--- src/sv/mhpq_pkg.sv ---
// mhpq_pkg: shared types, codes and defaults for the min-heap priority queue.
// Used by the channel interfaces, controller, datapath and top level.
// No dependencies.
package mhpq_pkg;

  localparam int unsigned DEPTH_DEF = 1024;
  localparam int unsigned KEY_W     = 32;
  localparam int unsigned TAG_W     = 16;
  localparam int unsigned STATUS_W  = 2;

  localparam logic FUNC_INSERT  = 1'b0;
  localparam logic FUNC_EXTRACT = 1'b1;

  typedef enum logic [STATUS_W-1:0] {
    RES_INSERTED  = 2'd0,
    RES_EXTRACTED = 2'd1,
    RES_FULL      = 2'd2,
    RES_EMPTY     = 2'd3
  } res_status_e;

  typedef struct packed {
    logic signed [KEY_W-1:0] key;
    logic        [TAG_W-1:0] tag;
  } entry_t;

  typedef enum logic [2:0] {
    RD_NONE,
    RD_ROOT,
    RD_LAST,
    RD_PARENT,
    RD_LEFT,
    RD_RIGHT
  } rd_sel_e;

  typedef enum logic [1:0] {
    WR_NONE,
    WR_MOVING,
    WR_RDATA,
    WR_CHILD
  } wr_sel_e;

  typedef struct packed {
    rd_sel_e     rd_sel;
    wr_sel_e     wr_sel;
    logic        ld_ins;
    logic        ld_ext;
    logic        ex_root;
    logic        ex_last;
    logic        ld_left;
    logic        up_step;
    logic        dn_step;
    logic        clr_out;
    logic        load_res;
    res_status_e res_status;
  } cmd_t;

  typedef struct packed {
    logic full;
    logic empty;
    logic pos_zero;
    logic up_less;
    logic r_in;
    logic l_in;
    logic dn_go;
    logic res_free;
  } stat_t;

endpackage

--- src/sv/mhpq_ctrl.sv ---
// mhpq_ctrl: sequencer for insert / sift-up and extract / sift-down.
// Depends on mhpq_pkg; drives the datapath by cmd_t, reads stat_t.
module mhpq_ctrl (
  input  logic              clk_i,
  input  logic              rst_ni,
  input  logic              req_valid_i,
  input  logic              req_func_i,
  output logic              req_ready_o,
  input  mhpq_pkg::stat_t   stat_i,
  output mhpq_pkg::cmd_t    cmd_o
);

  localparam logic [3:0] S_IDLE    = 4'd0;
  localparam logic [3:0] S_UP_RD   = 4'd1;
  localparam logic [3:0] S_UP_CMP  = 4'd2;
  localparam logic [3:0] S_EX_ROOT = 4'd3;
  localparam logic [3:0] S_EX_LAST = 4'd4;
  localparam logic [3:0] S_DN_L    = 4'd5;
  localparam logic [3:0] S_DN_R    = 4'd6;
  localparam logic [3:0] S_DN_CMP  = 4'd7;
  localparam logic [3:0] S_DONE    = 4'd8;

  logic [3:0]            state_q, state_d;
  mhpq_pkg::res_status_e status_q, status_d;
  logic                  accept;

  assign req_ready_o = (state_q == S_IDLE);
  assign accept      = req_valid_i && req_ready_o;

  always_comb begin
    state_d           = state_q;
    status_d          = status_q;
    cmd_o             = '0;
    cmd_o.rd_sel      = mhpq_pkg::RD_NONE;
    cmd_o.wr_sel      = mhpq_pkg::WR_NONE;
    cmd_o.res_status  = status_q;
    unique case (state_q)
      S_IDLE: begin
        if (accept) begin
          if (req_func_i == mhpq_pkg::FUNC_INSERT) begin
            cmd_o.clr_out = 1'b1;
            if (stat_i.full) begin
              status_d = mhpq_pkg::RES_FULL;
              state_d  = S_DONE;
            end else begin
              status_d     = mhpq_pkg::RES_INSERTED;
              cmd_o.ld_ins = 1'b1;
              state_d      = S_UP_RD;
            end
          end else begin
            if (stat_i.empty) begin
              cmd_o.clr_out = 1'b1;
              status_d      = mhpq_pkg::RES_EMPTY;
              state_d       = S_DONE;
            end else begin
              status_d     = mhpq_pkg::RES_EXTRACTED;
              cmd_o.ld_ext = 1'b1;
              cmd_o.rd_sel = mhpq_pkg::RD_ROOT;
              state_d      = S_EX_ROOT;
            end
          end
        end
      end
      S_UP_RD: begin
        if (stat_i.pos_zero) begin
          cmd_o.wr_sel = mhpq_pkg::WR_MOVING;
          state_d      = S_DONE;
        end else begin
          cmd_o.rd_sel = mhpq_pkg::RD_PARENT;
          state_d      = S_UP_CMP;
        end
      end
      S_UP_CMP: begin
        if (stat_i.up_less) begin
          cmd_o.wr_sel  = mhpq_pkg::WR_RDATA;
          cmd_o.up_step = 1'b1;
          state_d       = S_UP_RD;
        end else begin
          cmd_o.wr_sel = mhpq_pkg::WR_MOVING;
          state_d      = S_DONE;
        end
      end
      S_EX_ROOT: begin
        cmd_o.ex_root = 1'b1;
        cmd_o.rd_sel  = mhpq_pkg::RD_LAST;
        state_d       = S_EX_LAST;
      end
      S_EX_LAST: begin
        cmd_o.ex_last = 1'b1;
        state_d       = S_DN_L;
      end
      S_DN_L: begin
        if (stat_i.l_in) begin
          cmd_o.rd_sel = mhpq_pkg::RD_LEFT;
          state_d      = S_DN_R;
        end else begin
          cmd_o.wr_sel = mhpq_pkg::WR_MOVING;
          state_d      = S_DONE;
        end
      end
      S_DN_R: begin
        cmd_o.ld_left = 1'b1;
        if (stat_i.r_in) begin
          cmd_o.rd_sel = mhpq_pkg::RD_RIGHT;
        end
        state_d = S_DN_CMP;
      end
      S_DN_CMP: begin
        if (stat_i.dn_go) begin
          cmd_o.wr_sel  = mhpq_pkg::WR_CHILD;
          cmd_o.dn_step = 1'b1;
          state_d       = S_DN_L;
        end else begin
          cmd_o.wr_sel = mhpq_pkg::WR_MOVING;
          state_d      = S_DONE;
        end
      end
      S_DONE: begin
        if (stat_i.res_free) begin
          cmd_o.load_res = 1'b1;
          state_d        = S_IDLE;
        end
      end
      default: begin
        state_d = S_IDLE;
      end
    endcase
  end

  always_ff @(posedge clk_i or negedge rst_ni) begin
    if (!rst_ni) begin
      state_q  <= S_IDLE;
      status_q <= mhpq_pkg::RES_INSERTED;
    end else begin
      state_q  <= state_d;
      status_q <= status_d;
    end
  end

endmodule

--- config.mk ---
export PLATFORM = sky130hd
export DESIGN_NAME = mhpq_ctrl
export DESIGN_NICKNAME = d
export VERILOG_FILES = /design/src/sv/mhpq_pkg.sv /design/src/sv/mhpq_ctrl.sv
export SDC_FILE = /design/constraint.sdc
export NUM_CORES = 1
export LEC_CHECK = 0
export BUFFER_PORTS_ARGS = -buffer_cell sky130_fd_sc_hd__buf_2
export CAP_MARGIN = 20
export CORE_AREA = 2 2 43 45
export CTS_CLUSTER_SIZE = 14
export DETAILED_ROUTE_END_ITERATION = 16
export DIE_AREA = 0 0 45 47
export GPL_TIMING_DRIVEN = 0
export MAX_ROUTING_LAYER = met4
export PLACE_DENSITY_LB_ADDON = 0.25
export SYNTH_ARGS = -nofsm -noshare
export SYNTH_HDL_FRONTEND = slang
export SYNTH_SLANG_ARGS = --single-unit
export TNS_END_PERCENT = 100
--- constraint.sdc ---
create_clock -name clk_i -period 3.17 [get_ports clk_i]
set_input_delay 0.4755 -clock clk_i [delete_from_list [all_inputs] [get_ports clk_i]]
set_output_delay 0.4755 -clock clk_i [all_outputs]
set_load 0.1 [all_outputs]
==> out/metrics.cfg <==
[synth]
synthMuxAreaShare_pct=4.57
synthCells=74
ys_ff_latch=6
synth_compound_area_share_pct=21.9
synth_top_family_by_area=simple AND/OR/NAND/NOR gates
ys_types=28
avgSynthCellArea_um2=7.41
synth_area_leader_cell=dfrtp_1
ys.warnings.count=0
ys_seq_area_share_pct=27.4
syn_area_um2=548
synth.area.top_cells=dfrtp_1, nor2_1, nor3_1
synth_fp_nets=86
synth_xor_area_share_pct=0
synthSimpleGateAreaFrac_pct=37.4
synth.top_cell.area_share_pct=27.4
yosys.area_share.adder_pct=0

[clock_tree]
clkTransAtPathRegs_ns=0.05
cts_num_sinks=6
cts.root.buffer_cell=clkbuf_4
cts_setup_buffers=0
cts_made_buffers=3
clk_latency_ns=0.25
cts_max_level=1
cts_hold_buffers=0
clockBufferDepth=2
cts_resized=0
cts_tree=yes

[placement]
dp.cells=119
port-buffer-count=28
place_congestion=0.808
post-dp-hpwl_um=1160

[worst_setup_path]
cp_slowest_cell=buf_2
crit_cells=6
path_delay_family=buffers and inverters
path_cells=buf_4, inv_1, nor2_2, a32oi_1, o22ai_4, buf_2
critPathMaxFanout=10
r2r_start=state_q[2]
endpoint=cmd_o[13]
worstSetupPathType=reg2out
reg2reg_slack_ns=1.65
regToRegEndpoint=state_q[3]
crit_buf_inv=3
ff2ff_path_depth=5
arrival_ns=1.92
crit_path_end_kind=output pin
start_kind=register
cp.required_ns=2.69
critPathMaxStageDelay_ns=0.44
startpoint=state_q[1]

[finish]
synthToLayoutAreaGrowth_pct=40.9
nFillCells=183
final_cell_mix=buf_2, nor2_1, nand2_1
stdcell_count=122
final_nets=119
drive_gt1_share_pct=41.0
final_common_cell=buf_2
antennaDiodeCount=0

[detailed_routing]
drtAntennaViolNets=0
wl_per_cell_um=12.1
drt_first_pass_iters=4
drt_iter0_markers=15
drc=0
viasPerCell=5.25
finalWirelength_um=1480
num_vias=641

[global_route]
first_global_vias=547
grt_pass1_wl_um=2340
grt_start_max_net_pins=11
grt_use_total_pct=16.3
grt-ovfl-total=0
antenna_found_initial=0

[floorplan]
ios=29
initial_core_util_pct=33.2
die_h_um=47
die_x_um=45
dieArea_um2=2120
core_um2=1650
fp-row-count=15

[sta]
clock_skew_ns=0.00430
post-route-min-period_ns=2.40
fmax_mhz=417
worst_pin_slew_ns=0.490
grt_setup_unrepaired=false
hold_violations=0
final.setup.tns_ns=0
final_max_slew_viol_count=0
timing.slew.headroom_pct=67.6
setup_violations=0
period_share_pct=75.7

[worst_hold_path]
hold_class=in2async

[job]
max_cap_viol_count=0

[status]
outcome=finished clean

layout make-up:
class,instances,area [um^2],area share (%)
Clock buffer,3,22.5,2.92
Sequential cell,6,150,19.4
Multi-Input combinational cell,59,390,50.6
Buffer,5,32.5,4.21
Timing Repair Buffer,28,140,18.2
Inverter,4,15.0,1.94
Tap cell,17,21.3,2.76
sequential cells by signal (all words and copies together) (netlist names):
signal	cells
state_q	4
status_q	2
worst min-delay path by stage:
stage	startpoint	endpoint	slack (ns)	cells past startpoint
6_report	rst_ni	state_q[3]	0.03	1
4_1_cts	rst_ni	status_q[1]	0.03	1
2_1_floorplan	rst_ni	state_q[0]	0.18	0
5_1_grt	rst_ni	status_q[1]	0.04	1
3_5_place_dp	rst_ni	status_q[0]	0.30	1
3_3_place_gp	rst_ni	state_q[0]	0.30	1
Yosys cell counts (all sizes together):
cell     n
dfrtp    6
a22oi    2
a21o     1
o22ai    3
mux2i    1
and2     1
nand2    8
or3      1
a221oi   1
and3     3
nand2b   3
nor2    11
clkbuf   1
buf      4
o21a     1
a21oi    5
mux2     1
o21ai    4
nor2b    2
nor3     6
inv      4
nand3    2
nor4     1
a32oi    2
logic make-up after synthesis:
family                 Yosys count
multiplexers                     2
AO/OA/AOI/OAI                   19
flip-flops                       6
AND/OR/NAND/NOR                 38
buffers and inverters            9
through the flow:
step | hold WS, ns | utilization, % | instance area (um^2) | setup WS, ns
2_1_floorplan | 0.180 | - | 588 | -0.177
3_3_place_gp | 0.302 | 45.4 | 749 | 1.05
3_5_place_dp | 0.304 | 45.4 | 749 | 1.05
4_1_cts | 0.0347 | 46.7 | 772 | 0.771
5_1_grt | 0.0444 | 46.7 | 772 | 0.636
6_report | 0.0331 | 46.7 | 772 | 0.771
per-layer routing:
layer,global-route usage [%],routed length (um)
met4,10.6,42
met1,20.9,658
met2,23.7,663
met5,-,0
met3,2.69,112
Power is not shown: default switching activity piles up to over one toggle a cycle in this logic, so the estimate is an artifact.
